$ cat config.mk
export PLATFORM = sky130hd
export DESIGN_NAME = ntpdm_select
export DESIGN_NICKNAME = d
export VERILOG_FILES = /design/src/sv/ntp_delay_weighted_median_filter_defines.svh /design/src/sv/ntpdm_pkg.sv /design/src/sv/ntpdm_select.sv
export SDC_FILE = /design/constraint.sdc
export NUM_CORES = 1
export LEC_CHECK = 0
export BUFFER_PORTS_ARGS = -buffer_cell sky130_fd_sc_hd__clkbuf_2
export CAP_MARGIN = 20
export CELL_PAD_IN_SITES_DETAIL_PLACEMENT = 0
export CELL_PAD_IN_SITES_GLOBAL_PLACEMENT = 1
export CORE_ASPECT_RATIO = 1.25
export CORE_MARGIN = 4
export CORE_UTILIZATION = 40
export DETAILED_ROUTE_END_ITERATION = 7
export GPL_TIMING_DRIVEN = 1
export PLACE_DENSITY_LB_ADDON = 0.1
export SETUP_SLACK_MARGIN = 0.15
export SLEW_MARGIN = 20
export SYNTH_ARGS = -nofsm -noshare
export SYNTH_HDL_FRONTEND = slang
export SYNTH_SLANG_ARGS = --single-unit
$ cat constraint.sdc
create_clock -name clk_i -period 7.5 [get_ports clk_i]
set_input_delay 1.5 -clock clk_i [delete_from_list [all_inputs] [get_ports clk_i]]
set_output_delay 1.5 -clock clk_i [all_outputs]
set_load 0.05 [all_outputs]
$ cat src/sv/ntp_delay_weighted_median_filter_defines.svh
// ----------------------------------------------------------------------------
// NTP delay weighted median filter: assertion macros
// Shared property wrappers for the concurrent checks of the filter.
// ----------------------------------------------------------------------------
`ifndef NTP_DELAY_WEIGHTED_MEDIAN_FILTER_DEFINES_SVH
`define NTP_DELAY_WEIGHTED_MEDIAN_FILTER_DEFINES_SVH

// check sampled on the rising clock edge, masked while reset is asserted
`define NTPDM_ASSERT(label, prop, msg) \
  label: assert property (@(posedge clk_i) disable iff (!rst_ni) (prop)) \
    else $error(msg);

// check sampled on the rising clock edge, also during reset
`define NTPDM_ASSERT_ALWAYS(label, prop, msg) \
  label: assert property (@(posedge clk_i) (prop)) else $error(msg);

`endif

$ cat src/sv/ntpdm_pkg.sv
// ----------------------------------------------------------------------------
// NTP delay weighted median filter package
// Sizes, configuration register indexes, the chain beat type and the weight
// lookup shared by the filter modules.
// ----------------------------------------------------------------------------
package ntpdm_pkg;

  localparam int WINDOW_MAX  = 16;
  localparam int WEIGHT_BITS = 8;

  localparam int DELAY_W   = 64;
  localparam int STAMP_W   = 64;
  localparam int COUNT_W   = 32;
  localparam int WLEN_W    = 5;
  localparam int WEIGHTS_W = 128;
  localparam int CFG_IDX_W = 2;
  localparam int CFG_W     = 64;

  localparam int IDX_W = (WINDOW_MAX > 1) ? $clog2(WINDOW_MAX) : 1;
  localparam int LEN_W = $clog2(WINDOW_MAX + 1);
  localparam int RUN_W = WEIGHT_BITS + $clog2(WINDOW_MAX + 1);

  localparam logic [CFG_IDX_W-1:0] CFG_WINDOW_LEN   = 2'd0;
  localparam logic [CFG_IDX_W-1:0] CFG_WEIGHTS_LOW  = 2'd1;
  localparam logic [CFG_IDX_W-1:0] CFG_WEIGHTS_HIGH = 2'd2;

  // one candidate travelling down the cell row with its running sums
  typedef struct packed {
    logic               valid;
    logic               last;
    logic [DELAY_W-1:0] cand;
    logic [RUN_W-1:0]   run;
    logic [RUN_W-1:0]   total;
  } pkt_t;

  // weight of window position pos (oldest first); bits past the registers read 0
  function automatic logic [WEIGHT_BITS-1:0] weight_at(
    input logic [WEIGHTS_W-1:0] weights,
    input logic [IDX_W-1:0]     pos
  );
    logic [WEIGHT_BITS-1:0] w;
    int                     bit_idx;
    w = '0;
    for (int b = 0; b < WEIGHT_BITS; b++) begin
      bit_idx = int'(pos) * WEIGHT_BITS + b;
      if (bit_idx < WEIGHTS_W) begin
        w[b] = weights[bit_idx];
      end
    end
    return w;
  endfunction

endpackage

$ cat src/sv/ntpdm_select.sv
// ----------------------------------------------------------------------------
// NTP delay median selector
// Takes the beats leaving the cell row and keeps the largest candidate whose
// running weight reaches half the total.
// ----------------------------------------------------------------------------
module ntpdm_select (
  input  logic                          clk_i,
  input  logic                          rst_ni,
  input  logic                          clear_i,
  input  ntpdm_pkg::pkt_t               pkt_i,
  output logic [ntpdm_pkg::DELAY_W-1:0] best_o,
  output logic                          done_o
);
  import ntpdm_pkg::*;

  logic [DELAY_W-1:0] best_q;
  logic               found_q;
  logic               done_q;
  logic               qualify;
  logic               better;

  // half the total, compared exactly as 2 * run >= total
  assign qualify = {pkt_i.run, 1'b0} >= {1'b0, pkt_i.total};
  assign better  = !found_q || ($signed(pkt_i.cand) > $signed(best_q));

  always_ff @(posedge clk_i or negedge rst_ni) begin
    if (!rst_ni) begin
      best_q  <= '0;
      found_q <= 1'b0;
      done_q  <= 1'b0;
    end else begin
      done_q <= pkt_i.valid && pkt_i.last;
      if (clear_i) begin
        found_q <= 1'b0;
      end else if (pkt_i.valid && qualify && better) begin
        best_q  <= pkt_i.cand;
        found_q <= 1'b1;
      end
    end
  end

  assign best_o = best_q;
  assign done_o = done_q;

endmodule

Yosys cells after proc, flatten, opt, wreduce, memory -nomap -nowiden
Cells that the tools add are included.
- order comparisons: 2
- reduce and logical (&&, ||, !) cells: 7
- bitwise logic cells: 1
- mux-type cells: 2
- operators with widths (operator ; count):
    $gt 64x64->1 ; 1
    $ge 14x13->1 ; 1
    $logic_and 1x1->1 ; 3
    $mux 1 ; 2
    $reduce_and 2->1 ; 1
    $reduce_bool 2->1 ; 1
    $logic_not 1->1 ; 1
    $logic_or 1x1->1 ; 1
    $not 1->1 ; 1
- register bits after elaboration: 66
- output and inout bits: 65

Longest topological paths before layout
- word-level depth: 5
- gate-level depth with buffers: 11
- depth with buffers taken out: 10

Worst setup path before layout
Ideal clock, no wire load.
- path kind: input to register
- from: input pkt_i[40] (netlist bit)
- to: register best_q[0], in the netlist best_o[0]
- slack: 3574 ps
- setup time: 125 ps
- path buffers: 1
- data arrival time: 3801 ps
- cell stages on the path: 10
- path through: ha_1 > a21oi_1 > nand2_1 > a221o_1 > or3_1 > a31oi_2 > nand4b_1 > o311ai_4 > buf_6 > mux2_4
- longest elaborated chain between the ends: 4
- RTL lines (item ; RTL line ; source):
    from (decl) ; ntpdm_select.sv:10 ; input ntpdm_pkg::pkt_t pkt_i,
    $gt 64x64->1 ; ntpdm_select.sv:24 ; assign better = !found_q || ($signed(pkt_i.cand) > $signed(best_q));
    $logic_or 1x1->1 ; ntpdm_select.sv:24 ;
    $logic_and 1x1->1 ; ntpdm_select.sv:35 ; end else if (pkt_i.valid && qualify && better) begin
    $reduce_and 2->1 (no source line) ; n/a ;
    to (signal assigned) ; ntpdm_select.sv:36 ; best_q <= pkt_i.cand;
    to (decl) ; ntpdm_select.sv:16 ; logic [DELAY_W-1:0] best_q;
Every way passes these cells.
A chain may end at the register's enable or synchronous reset.

Worst setup path in the final report
- from: input pkt_i[89] (netlist bit)
- to: register best_q[20], in the netlist best_o[20]
The elaborated chain is that of the path after synthesis.

==> summary.md <==
| Metric | Value |
|---|---|
| Vias in the first global route | `approximately 3.7k` |
| First-pass detailed-route iteration total | `4` |
| Crit. End Element | `flip-flop` |
| Non-filler instance count after layout | `slightly above 700` |
| Worst relative slew slack | `between 40% and 50%` |
| DR iter-0 viols | `slightly above 80` |
| Buf/Inv on CP | `2` |
| # DRC | `0` |
| Number of setup buffers added after CTS | `0` |
| Critical path's largest stage delay | `approximately 0.63 ns` |
| CP arrival | `about 4.6 ns` |
| CTS clock-pin slew for the worst setup and hold paths | `around 0.060 ns` |
| Post-layout nets | `about 750` |
| XOR/XNOR Fraction of Synth Area | `0%` |
| Worst hold path stage count | `1` |
| Total inserted antenna cells | `0` |
| Hold buffers post-CTS | `0` |
| H-tree depth | `3` |
| Sequential share of the synthesized area | `between 30% and 40%` |
| RD Place Congestion | `between 0.7 and 0.8` |
| Die ar. | `13390 um2` |
| Status | `completed` |
| Post-synth cell types | `33` |
| Final Hold Fails | `0` |
| CTS Buffer Depth | `2` |
| Post-route ant nets | `0` |
| # clock sinks | `66` |
| IO Port Bufs | `around 160` |
| # rows | `43` |
| Largest net degree at the start of global routing | `67` |
| Vias | `about 3.6k` |
| Tmin final | `approximately 4.4 ns` |
| Share of post-route cells with drive strength above 1 | `41.74%` |
| Chip height | `128.4 um` |
| CP max-delay cell | `buf_4` |
| First-pass GRT wire length | `about 17000 um` |
| Final Util | `a little over half` |
| CTS root buffer | `clkbuf_16` |
| Synthesized Nets | `between 500 and 600` |
| CP Data Required Time | `approximately 7.7 ns` |
| Mux cell area share after synthesis | `20.40%` |
| Worst Hold End | `best_o[49]` |
| Max Slew Vio Count | `0` |
| Clock tree from TritonCTS | `built` |
| Main combinational cell family by area after synthesis | `adder cells` |
| Placed cells | `706` |
| Synth Area per Inst | `between 10 and 15 um2` |
| Yosys reg bits | `66` |
| DIE WIDTH | `approximately 100 um` |
| Static leakage | `3.399 nW` |
| Clk_skew | `~0.0057 ns` |
| Crit start category | `input pin` |
| Area leader, netlist | `dfrtp_1` |
| Total GRT Usage | `16.48%` |
| Area Overhead vs Synth | `26.61%` |
| # IOs | `160` |
| R2R setup slack | `3.95 ns` |
| Post-synth top area share | `a little over a third` |
| HP Class | `reg2reg` |
| VDD IR-drop max | `0.1790 mV` |
| Gate Count Post-Synth | `416` |
| Endpoints failing setup | `0` |
| Total CTS buffers | `9` |
| CP dominant cell by count | `nand4_1` |
| Adder-cell share of the synthesized area | `20.51%` |
| Initial antenna violation count | `0` |
| Synthesized cell area | `4636 um2` |
| Initial Util | `41.23%` |
| Core area | `roughly 11000 um2` |
| Worst skew pair latency | `about 0.34 ns` |
| Final worst-path cycle share | `around 58%` |
| Post-DR vias/cell | `about 5` |
| Synth Warn # | `0` |
| Pwr dens | `about 390 nW/um2` |
| Resized cells post-CTS | `0` |
| CP max FO | `40` |
| CP top delay family | `simple AND/OR/NAND/NOR gates` |
| Critical path type | `in2reg` |
| Post-DR wirelength/cell | `14.86 um` |
| Fmax | `0.2287 GHz` |
| DP Wirelength | `8572 um` |
| Max cap viols | `0` |
| Synth Area in Compound Gates | `7.962%` |
| Final wirelength | `approximately 11000 um` |
| Reg2Reg Depth | `10` |
| Synth Area in Simple Gates | `under 10%` |
| Grt ovf | `0` |
| Crit. Startpoint | `pkt_i[89]` |
| Reg2reg start | `best_o[63]` |
| CP cell instances | `clkbuf_2, ha_1, nand4_1, nor3_1, nand4_1, nor3_2, a31oi_2, o311ai_4, buf_4, mux2_2` |
| Largest cells by area after synthesis | `dfrtp_1, ha_1, mux2_4` |
| Reg2reg end | `best_o[20]` |
| Worst hold path startpoint | `best_o[49]` |
| Tightest Pin Transition | `~0.87 ns` |
| Unrepaired setup endpoints after global routing | `no` |
| Setup TNS | `0 ns` |
## routing by layer
metal | up-vias | wire [um] | track usage (%)
li1 | 1786 | - | -
met1 | 1705 | 4389 | 18.40
met2 | 91 | 5536 | 29.92
met3 | 12 | 597 | 3.914
met4 | 0 | 202 | 7.277
met5 | - | 0 | 0
## state kept, by name, indices dropped and copies added, names as in the netlist
register and count:
best_o 64, done_o 1, found_q 1
## power by group
part	total, W	leakage, nW	internal (W)	switching (W)
sequential	0.000604	0.778	0.000492	0.000113
clock	0.000453	0.151	0.000290	0.000163
combinational	0.00125	2.47	0.000440	0.000809
## how the worst max path moves through the flow
stage	slack, ns	end	cells after the start
2_1_floorplan	3.57	best_o[0]	10
3_3_place_gp	2.67	best_o[20]	10
3_5_place_dp	2.63	best_o[20]	10
4_1_cts	2.98	best_o[20]	10
5_1_grt	2.89	best_o[22]	10
6_report	3.13	best_o[20]	10
## cell usage in the layout (no fill, tap or decap), types with 3 or more instances in the layout
cell type,Yosys,final
inv_1,82,82
nand4_1,13,13
o21ai_0,13,13
mux2_2,4,4
nor3_1,7,7
clkbuf_16,0,9
a221oi_1,5,5
nor2_1,5,5
and4_1,3,3
nand2_1,20,20
mux2_4,60,60
nand3_1,8,8
buf_4,0,3
a21oi_1,25,25
ha_1,76,76
dfrtp_1,66,66
clkbuf_2,0,158
a21o_1,3,3
## stage by stage
| step | setup slack, ns | area [um2] | total power (W) | hold slack [ns] |
|---|---|---|---|---|
| final | 3.127 | 5869 | 0.002306 | 0.5341 |
| after global routing | 2.894 | 5869 | 0.002468 | 0.5506 |
| after CTS | 2.982 | 5869 | 0.002338 | 0.5379 |
| after detailed placement | 2.629 | 5550 | 0.001872 | 0.5204 |
| after global placement | 2.670 | 5550 | 0.001855 | 0.5187 |
| after floorplan | 3.574 | 4636 | 0.001570 | 0.5590 |
## kinds of logic after synthesis
family | Yosys count
buf+inv | 88
flops | 66
compound gates | 57
simple gates | 65
fa+ha+maj | 76
mux | 64
## cell type report
type                       count  area [um2]
multi-input combinational    262        2609
sequential                    66        1652
inverter                      82       307.8
clock inverter                 7       93.84
fill                        1076        5375
clock buffer                   9       225.2
tap                          135       168.9
timing repair buffer         161       813.3
## synthesized netlist by cell type
library cell  count
inv_1            82
ha_1             76
dfrtp_1          66
mux2_4           60
a21oi_1          25
nand2_1          20
nand4_1          13
o21ai_0          13
nand3_1           8
nor3_1            7
buf_6             6
a221oi_1          5
nor2_1            5
mux2_2            4
a21o_1            3
and4_1            3
nor2b_1           2
nor4_1            2
o211ai_1          2
a2111o_1          1
a211oi_1          1
a21boi_0          1
a221o_1           1
a31oi_1           1
a31oi_2           1
and2_1            1
and4_2            1
nand4b_1          1
nor3_2            1
o2111ai_1         1
o21a_1            1
o311ai_4          1
or3_1             1
Note: power is estimated with default switching activity, not from simulation.
