`src/sv/ntp_delay_weighted_median_filter_defines.svh`:
```
// ----------------------------------------------------------------------------
// NTP delay weighted median filter: assertion macros
// Shared property wrappers for the concurrent checks of the filter.
// ----------------------------------------------------------------------------
`ifndef NTP_DELAY_WEIGHTED_MEDIAN_FILTER_DEFINES_SVH
`define NTP_DELAY_WEIGHTED_MEDIAN_FILTER_DEFINES_SVH

// check sampled on the rising clock edge, masked while reset is asserted
`define NTPDM_ASSERT(label, prop, msg) \
  label: assert property (@(posedge clk_i) disable iff (!rst_ni) (prop)) \
    else $error(msg);

// check sampled on the rising clock edge, also during reset
`define NTPDM_ASSERT_ALWAYS(label, prop, msg) \
  label: assert property (@(posedge clk_i) (prop)) else $error(msg);

`endif

```
`src/sv/ntpdm_pkg.sv`:
```
// ----------------------------------------------------------------------------
// NTP delay weighted median filter package
// Sizes, configuration register indexes, the chain beat type and the weight
// lookup shared by the filter modules.
// ----------------------------------------------------------------------------
package ntpdm_pkg;

  localparam int WINDOW_MAX  = 16;
  localparam int WEIGHT_BITS = 8;

  localparam int DELAY_W   = 64;
  localparam int STAMP_W   = 64;
  localparam int COUNT_W   = 32;
  localparam int WLEN_W    = 5;
  localparam int WEIGHTS_W = 128;
  localparam int CFG_IDX_W = 2;
  localparam int CFG_W     = 64;

  localparam int IDX_W = (WINDOW_MAX > 1) ? $clog2(WINDOW_MAX) : 1;
  localparam int LEN_W = $clog2(WINDOW_MAX + 1);
  localparam int RUN_W = WEIGHT_BITS + $clog2(WINDOW_MAX + 1);

  localparam logic [CFG_IDX_W-1:0] CFG_WINDOW_LEN   = 2'd0;
  localparam logic [CFG_IDX_W-1:0] CFG_WEIGHTS_LOW  = 2'd1;
  localparam logic [CFG_IDX_W-1:0] CFG_WEIGHTS_HIGH = 2'd2;

  // one candidate travelling down the cell row with its running sums
  typedef struct packed {
    logic               valid;
    logic               last;
    logic [DELAY_W-1:0] cand;
    logic [RUN_W-1:0]   run;
    logic [RUN_W-1:0]   total;
  } pkt_t;

  // weight of window position pos (oldest first); bits past the registers read 0
  function automatic logic [WEIGHT_BITS-1:0] weight_at(
    input logic [WEIGHTS_W-1:0] weights,
    input logic [IDX_W-1:0]     pos
  );
    logic [WEIGHT_BITS-1:0] w;
    int                     bit_idx;
    w = '0;
    for (int b = 0; b < WEIGHT_BITS; b++) begin
      bit_idx = int'(pos) * WEIGHT_BITS + b;
      if (bit_idx < WEIGHTS_W) begin
        w[b] = weights[bit_idx];
      end
    end
    return w;
  endfunction

endpackage

```
`src/sv/ntpdm_cell.sv`:
```
// ----------------------------------------------------------------------------
// NTP delay median cell
// Holds one window delay. In the window, it adds its weight to the total of
// each passing beat, and to its run when its delay is at least the candidate.
// ----------------------------------------------------------------------------
module ntpdm_cell (
  input  logic                          clk_i,
  input  logic                          rst_ni,
  input  logic                          shift_i,
  input  logic [ntpdm_pkg::DELAY_W-1:0] val_i,
  output logic [ntpdm_pkg::DELAY_W-1:0] val_o,
  input  logic [ntpdm_pkg::WEIGHT_BITS-1:0] weight_i,
  input  logic                          in_win_i,
  input  ntpdm_pkg::pkt_t               pkt_i,
  output ntpdm_pkg::pkt_t               pkt_o
);
  import ntpdm_pkg::*;

  logic [DELAY_W-1:0] val_q;
  pkt_t               pkt_q, pkt_d;
  logic               ge;
  logic [RUN_W-1:0]   wt;

  assign ge = $signed(val_q) >= $signed(pkt_i.cand);
  assign wt = in_win_i ? RUN_W'(weight_i) : '0;

  always_comb begin
    pkt_d       = pkt_i;
    pkt_d.total = pkt_i.total + wt;
    pkt_d.run   = (in_win_i && ge) ? pkt_i.run + wt : pkt_i.run;
  end

  // advance the window by one place on a push
  always_ff @(posedge clk_i) begin
    if (shift_i) begin
      val_q <= val_i;
    end
  end

  always_ff @(posedge clk_i or negedge rst_ni) begin
    if (!rst_ni) begin
      pkt_q <= '0;
    end else begin
      pkt_q <= pkt_d;
    end
  end

  assign val_o = val_q;
  assign pkt_o = pkt_q;

endmodule

```
`config.mk`:
```
export PLATFORM = sky130hd
export DESIGN_NAME = ntpdm_cell
export DESIGN_NICKNAME = d
export VERILOG_FILES = /design/src/sv/ntp_delay_weighted_median_filter_defines.svh /design/src/sv/ntpdm_pkg.sv /design/src/sv/ntpdm_cell.sv
export SDC_FILE = /design/constraint.sdc
export NUM_CORES = 1
export LEC_CHECK = 0
export BUFFER_PORTS_ARGS = -buffer_cell sky130_fd_sc_hd__buf_4
export CORE_MARGIN = 10
export CORE_UTILIZATION = 30
export DETAILED_ROUTE_END_ITERATION = 8
export RECOVER_POWER = 100
export SLEW_MARGIN = 20
export SYNTH_ARGS = -nofsm -noshare
export SYNTH_HDL_FRONTEND = slang
export SYNTH_SLANG_ARGS = --single-unit
```
`constraint.sdc`:
```
create_clock -name clk_i -period 2.86 [get_ports clk_i]
set_input_delay 0.572 -clock clk_i [delete_from_list [all_inputs] [get_ports clk_i]]
set_output_delay 0.572 -clock clk_i [all_outputs]
set_load 0.02 [all_outputs]
```
# Word level (Yosys, flattened, before mapping)
# Index checks and enable logic that the tools add are counted.
dict set report classes {
  reduce_logical 1
  div 0
  eq_ne 0
  add_sub_neg 2
  magnitude_cmp 1
  bitwise 0
  mux 2
  n_mul 0
  shift 0
}
# cell n
set ops {}
lappend ops {{$ge 64x64->1} 1}
lappend ops {{$add 13x8->13} 2}
lappend ops {{$mux 13} 1}
lappend ops {{$mux 8} 1}
lappend ops {{$logic_and 1x1->1} 1}
dict set report word_totals {
  word_cells 12
  mem_bits_ro 0
  mem_count 0
  in_bits 168
  latch_bits 0
  out_inout_bits 156
  mem_bits_rw 0
  register_bits 156
}

# Longest topological paths before layout
# Gate-level depths: netlist of the first run.
dict set report depth {
  depth_word 3
  mapped_depth 14
  depth_no_buf 13
}

# Worst setup path after synthesis of the first run
# Ideal clock, no wire load.
dict set report synth_timing {
  path_kind {input -> register}
  start {input pkt_i[56] (netlist name)}
  end {register pkt_q, in the netlist pkt_o[13]}
  required_ns 2.735
  arrival_ns 2.798
  n_path_buf 1
  setup_ns 0.125
  path_stages 12
  setup_slack_ns -0.063
  cell_sequence {inv_1 > ha_1 > a21oi_1 > nand2_1 > a221o_1 > or3_1 > a211oi_2 > and3_1 > o21a_2 > nand2b_4 > buf_6 > mux2_4}
}
# element line_no
set synth_rtl {}
lappend synth_rtl {{from (decl)} ntpdm_cell.sv:14} ;# input ntpdm_pkg::pkt_t pkt_i,
lappend synth_rtl {{to (signal assigned)} ntpdm_cell.sv:44} ;# pkt_q <= pkt_d;
lappend synth_rtl {{to (decl)} ntpdm_cell.sv:20} ;# pkt_t pkt_q, pkt_d;

==> flow_summary_export.csv, run 1 <==
group,metric,value,unit
synthesis,synth_area,6790,sq um
die,die_area,29100,sq um
clock_network,cts_num_sinks,156,
clock_network,cts_tree,"yes",
cells_and_area,area_delta_synth_final,50.3,%
sta,fin_hold_ws,0.272,ns
clock_network,root_buffer,"clkbuf_16",
sta,setup_slack,-0.0849,ns
grt,antenna_found_initial,3,
synthesis,synth_nets,748,
route,first_pass_iters,4,
power,p_leak,4.73,nW
critical_path,worst-path-buf-inv,1,
sta,timing.final.crit_share,103,%
clock_network,htreeDepth,4,
synthesis,synthCells,498,
cells_and_area,layout.cells.most_common_list,"clkbuf_1 (171), clkbuf_4 (121), dfrtp_1 (92), buf_4 (90), ha_1 (65)",
synthesis,synth_edf_count,64,
power,pwr_density_cell,587,nW/um^2
status,violations,"max-capacitance violations, max-slew violations, negative setup slack",
critical_path,path_delay_family,"simple AND/OR/NAND/NOR gates",
critical_path,arrival,3.24,ns
critical_path,end_kind,"flip-flop",
sta,final.setup.tns,-0.572,ns
grt,gr-usage-all-layers,15.4,%
cells_and_area,fin_nets,1151,
status,status,"finished, violations left",
power,peakVddDrop,0.331,mV
route,vias,5298,
placed_design,post-place-ws,-0.454,ns
critical_path,cp_slowest_stage_delay,0.42,ns
clock_network,cts-hold-fix-buffers,0,
power,power_switching,0.00175,W
sta,worst_pin_slew,1.84,ns
power,switching_share,29.1,%
die,core,22400,sq um
die,row_count,55,
synthesis,async_flop_share,59.0,%
route,routed_wirelength,22.6,mm
route,vias_per_cell,4.42,
route,wl_per_cell,18.8,um
sta,final-setup-viol-count,8,
sta,rsz0062_at_grt,"yes",
clock_network,clkTransAtPathRegs,0.07,ns
critical_path,required,3.16,ns
route,ant_nets,0,
die,ios,324,
grt,grt_max_degree,49,
route,post-route-drc-count,0,
clock_network,numCtsBuffers,17,
placed_design,post-dp-hpwl,19.3,mm
cells_and_area,final_common_cell,"clkbuf_1",
placed_design,io_buffers,323,
synthesis,ys_ff_latch,156,
power,pwr-share-comb,19.5,%
sta,fmax,340,MHz
die,die_x,170,um
flow_run,cap_violations,1,
cells_and_area,fill_cells,2201,
power,power,0.00600,W
grt,grt_pass1_vias,5977,
critical_path,startpoint_type,"flip-flop",
cells_and_area,drive_above_1_share,32.2,%
min_path,worstHoldPathType,"input port to flip-flop",
route,drtIter0Drc,201,
sta,finalCriticalPeriod,2.94,ns
grt,grt_pass1_wl,33.7,mm
critical_path,crit_type,"flip-flop to flip-flop",
synthesis,ys_seq_area_share,62.2,%
die,die-height,170,um
clock_network,worstSkewPairLatency,0.42,ns
grt,overflow,0,
synthesis,yosys_most_used_dff,"dfrtp_1",
power,clock_power_share,37.2,%
synthesis,syn_avg_cell_area,13.6,sq um
sta,report.final.slew_viol_count,31,
placed_design,place_congestion,0.808,
power,cell_internal_pwr,0.00425,W
critical_path,crit_chain,"ha_1 > nand4_1 > nor4_2 > buf_4 > and4bb_2 > o311a_1 > a211oi_2 > and3_1 > o21a_4 > nand2b_4 > mux2_4",
critical_path,crit_path_top_delay_cell,"edfxtp_1",
clock_network,ctsLongestPathBuffers,2,
synthesis,ys_warn_count,0,
die,initial_core_util,30.3,%
power,seqPwrFrac,43.2,%
cells_and_area,fin_util,45.5,%
sta,hold_viol_final,0,
critical_path,cp_max_fo,8,
sta,slew_headroom,-23.0,%
sta,skew,0.0135,ns
synthesis,ys_types,45,
## final cells by class
type                       count  area (sq um)  share of cell area, %
clock buffer                  18           429                   4.20
antenna                        1          2.50                 0.0245
sequential                   156          4220                   41.4
tap                          285           357                   3.49
timing repair buffer         386          2250                   22.0
multi-input combinational    267          2510                   24.6
clock inverter                14           151                   1.48
inverter                      73           292                   2.85
## worst reg2reg max path: cells and delay by family, from the launching register on
family	cells	cell delay [ns]
buffers and inverters	1	0.16
DFF	1	0.42
and+or+nand+nor	5	1.13
adders and majority gates	1	0.32
muxes	1	0.31
AOI/OAI and AO/OA	3	0.48
## stage by stage
stage               area [sq um]  instances
finish                     10200       1200
global route               10200       1199
CTS                        10800       1196
detailed placement         10200       1164
global placement           10200       1164
floorplan                   6970        498
## sequential cells by signal (all words and copies together), names as in the netlist
signal  cells
pkt_o      92
val_o      64
## cell usage after synthesis (all sizes together), types with 2 or more instances
cell type / count / area, sq um
o21a: 3 / 23.8
nand4: 15 / 93.8
and3: 2 / 12.5
o21ai: 12 / 60.1
inv: 73 / 274
nor2b: 5 / 31.3
mux2: 7 / 105
nand2b: 3 / 26.3
nor2: 10 / 37.5
nand2: 15 / 56.3
nand3: 9 / 45.0
edfxtp: 64 / 1920
a221oi: 3 / 26.3
nor3b: 3 / 22.5
and2: 8 / 50.1
o211ai: 2 / 15.0
fa: 2 / 40.0
xor2: 12 / 105
a21o: 13 / 97.6
dfrtp: 92 / 2300
a211oi: 3 / 27.5
xnor2: 9 / 78.8
ha: 80 / 1000
a21boi: 2 / 15.0
a21oi: 28 / 140
nor4: 5 / 43.8
nor3: 6 / 30.0
## cell families after synthesis
kind of cell | after synthesis | share of synthesized area (%)
fa+ha+maj | 82 | 15.3
flops | 156 | 62.2
compound gates | 71 | 6.61
xor+xnor | 21 | 2.71
simple gates | 85 | 7.24
buf+inv | 75 | 4.25
mux | 8 | 1.69
## layer usage
metal	share of wire [%]	GRT usage [%]
met4	1.2	4.42
met2	50	26.2
met3	13	8.82
met1	36	15.7
met5	0.12	0
## path summary, 6_finish.rpt
path | from | end | slack, ns | cells past startpoint
worst max-delay path | val_o[54]$_DFFE_PP_ | pkt_o[16]$_DFF_PN0_ | -0.08 | 11
worst min-delay path | pkt_i[91] | pkt_o[91]$_DFF_PN0_ | 0.27 | 1
worst max register to register | val_o[54]$_DFFE_PP_ | pkt_o[16]$_DFF_PN0_ | -0.08 | 11
worst min register to register | val_o[63]$_DFFE_PP_ | pkt_o[24]$_DFF_PN0_ | 1.19 | 6
max in group asynchronous | rst_ni | pkt_o[53]$_DFF_PN0_ | 0.69 | 2
min in group asynchronous | rst_ni | pkt_o[90]$_DFF_PN0_ | 0.34 | 1
## power groups by stage
| stage | logic, W | clock network, W | registers, W |
|---|---|---|---|
| 6_report | 0.00117 | 0.00223 | 0.00259 |
| 3_5_place_dp | 0.00133 | 0 | 0.00264 |
| 3_3_place_gp | 0.00131 | 0 | 0.00264 |
| 2_1_floorplan | 0.000373 | 0 | 0.00285 |
| 4_1_cts | 0.00134 | 0.00231 | 0.00260 |
| 5_1_grt | 0.00130 | 0.00239 | 0.00261 |
## repair_timing
item,4_1_cts,5_1_grt
gates resized for setup,5,6
pin swaps,7,8
gates cloned,0,0
setup buffers,0,3
endpoints found under the hold margin,0,0
endpoints found under the setup margin,13,13
No activity file was read; power rests on OpenSTA's default activity.
==> run 2, diff against run 1 <==
--- a/config.mk
+++ b/config.mk
@@ -7,8 +7,9 @@
 export LEC_CHECK = 0
 export BUFFER_PORTS_ARGS = -buffer_cell sky130_fd_sc_hd__buf_4
 export CORE_MARGIN = 10
-export CORE_UTILIZATION = 30
+export CORE_UTILIZATION = 40
 export DETAILED_ROUTE_END_ITERATION = 8
+export PLACE_DENSITY = 0.73
 export RECOVER_POWER = 100
 export SLEW_MARGIN = 20
 export SYNTH_ARGS = -nofsm -noshare
==> run 2 against run 1 <==
Effect of this change:
- the flow finishes with violations (max-capacitance violations, max-slew violations)
- clock power about the same
- sequential cell count unchanged
- global-route usage up 3.7 points
- critical endpoint unchanged
- highest routed layer is now met4
==> flow_summary_export.csv, run 2 (synthesis results as in run 1) <==
group,metric,value,unit
die,core,16600,sq um
power,pwr_density_cell,598,nW/um^2
min_path,min-delay-start,"pkt_i[90]",
cells_and_area,n_antenna_cell,0,
critical_path,arrival,3.15,ns
grt,overflow,0,
die,die_area,22600,sq um
route,routed_wirelength,22.2,mm
grt,grt_pass1_wl,32.4,mm
cells_and_area,fill_cells,1506,
flow_run,cap_violations,2,
route,post-route-drc-count,0,
grt,grt_max_degree,65,
min_path,worstHoldPathType,"input port to flip-flop",
critical_path,end_kind,"flip-flop",
clock_network,cts_tree,"yes",
power,p_leak,4.67,nW
clock_network,root_buffer,"clkbuf_16",
cells_and_area,drive_above_1_share,30.1,%
die,ios,324,
route,ant_nets,0,
grt,grt_pass1_vias,5710,
cells_and_area,multi_input_area,2500,sq um
grt,gr-usage-all-layers,19.0,%
sta,worst_pin_slew,2.36,ns
route,vias_per_cell,4.70,
cells_and_area,layout.cells.most_common_list,"clkbuf_1 (171), clkbuf_4 (118), dfrtp_1 (92), buf_4 (75), ha_1 (67)",
critical_path,startpoint_type,"input port",
status,violations,"max-capacitance violations, max-slew violations",
placed_design,post-dp-hpwl,18.3,mm
sta,final.setup.tns,0,ns
cells_and_area,seq_area,4220,sq um
sta,final-setup-viol-count,0,
route,first_pass_iters,4,
critical_path,r2r_slack,0.02,ns
route,wl_per_cell,19.9,um
placed_design,dpl-instance-area,9950,sq um
placed_design,place_congestion,0.820,
sta,rsz0062_at_grt,"yes",
clock_network,ctsLongestPathBuffers,2,
critical_path,cp-startpoint,"pkt_i[43]",
die,die-height,150,um
sta,timing.final.crit_share,99.8,%
critical_path,crit_type,"input port to flip-flop",
sta,fmax,350,MHz
placed_design,post-place-ws,-0.398,ns
sta,skew,0.0149,ns
sta,finalCriticalPeriod,2.85,ns
route,drtIter0Drc,148,
critical_path,required,3.16,ns
die,die_x,150,um
sta,hold_viol_final,0,
cells_and_area,area_delta_synth_final,47.1,%
critical_path,cp_max_fo,8,
route,vias,5229,
sta,slew_headroom,-57.3,%
cells_and_area,final_common_cell,"clkbuf_1",
sta,report.final.slew_viol_count,106,
die,row_count,47,
clock_network,htreeDepth,4,
clock_network,cts_num_sinks,156,
cells_and_area,fin_nets,1130,
grt,antenna_found_initial,0,
clock_network,clkTransAtPathRegs,0.07,ns
clock_network,worstSkewPairLatency,0.42,ns
critical_path,r2r_start,"val_o[61]$_DFFE_PP_",
power,peakVddDrop,0.501,mV
die,initial_core_util,40.8,%
clock_network,numCtsBuffers,17,
cells_and_area,largest_reg_flops,92,
sta,setup_slack,0.00533,ns
placed_design,io_buffers,323,
status,status,"finished, violations left",
cells_and_area,fin_area,9990,sq um
-- run 2: changes by cell type in the layout (fill, tap and decap cells not counted), sizes merged --
| cell | delta |
|---|---|
| buf | -14 |
| clkbuf | -5 |
| clkinv | -2 |
| inv | -1 |
| diode | -1 |
| clkinvlp | +1 |
-- run 2: per-stage QoR --
| step | util [%] | std cells | total power [W] | hold WS [ns] |
|---|---|---|---|---|
| floorplan | - | 498 | 0.00322 | 0.276 |
| global placement | 59.8 | 1077 | 0.00390 | 0.597 |
| detailed placement | 59.8 | 1077 | 0.00393 | 0.603 |
| CTS | 63.6 | 1111 | 0.00620 | 0.150 |
| global route | 60.1 | 1113 | 0.00626 | 0.253 |
| finish | 60.1 | 1113 | 0.00598 | 0.274 |
-- run 2: timing repair --
item / 4_1_cts / 5_1_grt
buffers inserted: 2 / 2
resized for setup: 5 / 5
hold buffers: 0 / 0
setup endpoints to repair: 10 / 12
pin swaps: 12 / 7
hold endpoints to repair: 0 / 0
-- run 2: layout make-up --
cell class | instances | area share [%]
Sequential cell | 156 | 42.3
Timing Repair Buffer | 365 | 21.1
Clock buffer | 20 | 4.68
Multi-Input combinational cell | 267 | 25.0
Clock inverter | 12 | 1.23
Inverter | 73 | 2.92
Tap cell | 220 | 2.75
-- run 2: power breakdown --
part / internal, W / total, W / switching (W)
clock network: 0.00129 / 0.00224 / 0.000946
registers: 0.00252 / 0.00260 / 0.0000799
logic: 0.000480 / 0.00114 / 0.000664
-- run 2: worst paths after layout --
| check | end | cells after the start |
|---|---|---|
| min | pkt_o[90]$_DFF_PN0_ | 1 |
| max in group asynchronous | pkt_o[65]$_DFF_PN0_ | 1 |
| max reg2reg | pkt_o[16]$_DFF_PN0_ | 11 |
| max | pkt_o[16]$_DFF_PN0_ | 12 |
| min reg2reg | pkt_o[24]$_DFF_PN0_ | 6 |
| min in group asynchronous | pkt_o[31]$_DFF_PN0_ | 1 |
-- run 2: layer usage --
layer | wire length, um | share of wire [%] | vias up | GRT usage (%)
met5 | 0 | 0 | - | 0
met4 | 345 | 1.6 | 0 | 5.54
met3 | 2810 | 13 | 24 | 9.30
met2 | 11200 | 51 | 234 | 33.1
met1 | 7810 | 35 | 2448 | 19.9
li1 | - | - | 2523 | -
-- run 2: critical path, cell delays in order --
cell and delay, ns:
clkbuf_1 0.29, inv_12 0.03, ha_4 0.24, a21oi_2 0.13, o21ai_1 0.08, a221o_1 0.34, or3_4 0.33, a211oi_2 0.23
and3_1 0.21, o21a_4 0.17, nand2b_4 0.22, mux2_4 0.31
==> run 3, diff against run 2 <==
--- a/config.mk
+++ b/config.mk
@@ -7,9 +7,9 @@
 export LEC_CHECK = 0
 export BUFFER_PORTS_ARGS = -buffer_cell sky130_fd_sc_hd__buf_4
 export CORE_MARGIN = 10
-export CORE_UTILIZATION = 40
+export CORE_UTILIZATION = 42
 export DETAILED_ROUTE_END_ITERATION = 8
-export PLACE_DENSITY = 0.73
+export PLACE_DENSITY = 0.76
 export RECOVER_POWER = 100
 export SLEW_MARGIN = 20
 export SYNTH_ARGS = -nofsm -noshare
==> run 3 against run 2 <==
Effect of this change:
- the run ends with negative setup slack left
- clock skew is 0.0023 ns lower
- combinational power is 17% higher
- routed wire length is 3.9% higher
- sequential share of layout area is 2.7 points lower
- critical path depth is 2 lower
- cell count is 0.81% higher
- clock-buffer cell count is 1 higher
- clock power is 3% lower
- first-iteration DRC count is 25% higher
- fmax is 2.9% lower
- highest routed layer unchanged
==> flow_summary_export.csv, run 3 (synthesis results as in run 1) <==
group,metric,value,unit
status,status,"finished, violations left",
status,violations,"negative setup slack",
sta,final.setup.tns,-0.572,ns
cells_and_area,layout.cells.non_filler,1122,
route,vias,5405,
die,initial_core_util,42.8,%
route,ant_nets,0,
power,p_leak,5.27,nW
critical_path,cp.depth,10,
clock_network,cts-hold-fix-buffers,0,
cells_and_area,drive_above_1_share,47.8,%
grt,antenna_found_initial,0,
sta,final-setup-viol-count,8,
power,peakVddDrop,0.398,mV
cells_and_area,final_common_cell,"buf_4",
sta,setup_slack,-0.0801,ns
critical_path,r2r_slack,-0.08,ns
die,die_area,21700,sq um
critical_path,end_kind,"flip-flop",
route,routed_wirelength,23.0,mm
cells_and_area,layout.cells.most_common_list,"buf_4 (318), dfrtp_1 (92), ha_1 (65), edfxtp_1 (64), inv_1 (63)",
sta,worst_pin_slew,0.925,ns
clock_network,numCtsBuffers,17,
clock_network,ctsLongestPathBuffers,2,
placed_design,dpl-instance-area,9990,sq um
sta,rsz0062_at_grt,"yes",
critical_path,crit_path_top_delay_cell,"edfxtp_1",
sta,timing.final.crit_share,103,%
critical_path,path_delay_family,"simple AND/OR/NAND/NOR gates",
power,power,0.00612,W
critical_path,crit_chain,"ha_1 > nand2_1 > o21ai_2 > a221o_1 > or3_4 > a211oi_4 > and3_4 > o21a_4 > nand2b_4 > mux2_4",
clock_network,worstSkewPairLatency,0.42,ns
sta,report.final.slew_viol_count,0,
min_path,worstHoldPathType,"input port to asynchronous set/reset pin",
clock_network,clkTransAtPathRegs,0.06,ns
critical_path,cp_max_fo,8,
cells_and_area,area_delta_synth_final,57.3,%
critical_path,reg2reg_depth,10,
flow_run,cap_violations,0,
sta,hold_viol_final,0,
critical_path,setup.worst_path.end,"pkt_o[13]$_DFF_PN0_",
critical_path,timing.rr.end,"pkt_o[13]$_DFF_PN0_",
cells_and_area,fin_area,10700,sq um
die,core,15900,sq um
grt,gr-usage-all-layers,20.4,%
power,pwr_density_cell,573,nW/um^2
die,die_x,147,um
die,ios,324,
cells_and_area,fin_nets,1144,
sta,finalCriticalPeriod,2.94,ns
grt,overflow,0,
clock_network,htreeDepth,4,
route,vias_per_cell,4.82,
critical_path,cp_slowest_stage_delay,0.41,ns
route,first_pass_iters,4,
critical_path,startpoint_type,"flip-flop",
placed_design,place_congestion,0.813,
placed_design,post-dp-hpwl,18.7,mm
route,drtIter0Drc,185,
clock_network,root_buffer,"clkbuf_16",
cells_and_area,n_antenna_cell,0,
route,wl_per_cell,20.5,um
clock_network,cts_tree,"yes",
die,die-height,147,um
clock_network,cts_num_sinks,156,
cells_and_area,largest_reg_flops,92,
placed_design,io_buffers,323,
route,post-route-drc-count,0,
sta,fmax,340,MHz
grt,grt_pass1_wl,33.7,mm
sta,skew,0.0126,ns
grt,grt_max_degree,65,
critical_path,worst-path-buf-inv,0,
grt,grt_pass1_vias,5854,
sta,fin_hold_ws,0.140,ns
die,row_count,46,
critical_path,crit_type,"flip-flop to flip-flop",
critical_path,arrival,3.23,ns
critical_path,r2r_start,"val_o[18]$_DFFE_PP_",
critical_path,required,3.15,ns
placed_design,numPlacedInstances,1079,
sta,slew_headroom,38.3,%
critical_path,cp-startpoint,"val_o[18]$_DFFE_PP_",
==> run 3: changes by cell type in the layout (fill, tap and decap cells not counted), moves of 3 or more <==
cell,change
inv_6,-4
clkbuf_4,-85
clkbuf_1,-142
buf_4,+243
a21oi_1,-3
==> run 3: area by class of cell <==
class,instances,area [sq um]
timing repair buffer,379,2760
fill,1234,5200
clock buffer,21,450
multi-input combinational,267,2570
tap,216,270
inverter,73,292
clock inverter,10,118
sequential,156,4220
==> run 3: how the worst min path moves through the flow <==
stage / from / endpoint / slack, ns / cells past startpoint
finish: rst_ni / pkt_o[29]$_DFF_PN0_ / 0.14 / 1
global route: rst_ni / pkt_o[29]$_DFF_PN0_ / 0.16 / 1
CTS: rst_ni / pkt_o[29]$_DFF_PN0_ / 0.14 / 1
detailed placement: rst_ni / pkt_o[29]$_DFF_PN0_ / 0.59 / 1
global placement: rst_ni / pkt_o[29]$_DFF_PN0_ / 0.59 / 1
floorplan: rst_ni / pkt_o[0]$_DFF_PN0_ / 0.28 / 0
==> run 3: per-layer routing <==
| layer | wire length, um | part of all wire (%) | track usage, % |
|---|---|---|---|
| met5 | 0 | 0 | 0 |
| met4 | 375 | 1.6 | 4.86 |
| met3 | 2500 | 11 | 10.0 |
| met2 | 12000 | 52 | 37.0 |
| met1 | 8210 | 36 | 20.4 |
==> run 3: repair_timing <==
action,in CTS,in global routing
endpoints found under the setup margin,10,13
endpoints found under the hold margin,0,0
setup buffers,4,8
resized for setup,5,20
pin swaps,14,18
==> run 3: report_power, final <==
part | internal, W | switching, W
logic | 0.000645 | 0.000690
registers | 0.00252 | 0.0000860
clock network | 0.00131 | 0.000878
==> run 3: per-stage QoR <==
stage	setup WS (ns)	util (%)
floorplan	-0.0398	-
global placement	-0.387	62.9
detailed placement	-0.422	62.9
CTS	-0.0236	66.8
global route	-0.191	67.3
finish	-0.0801	67.3
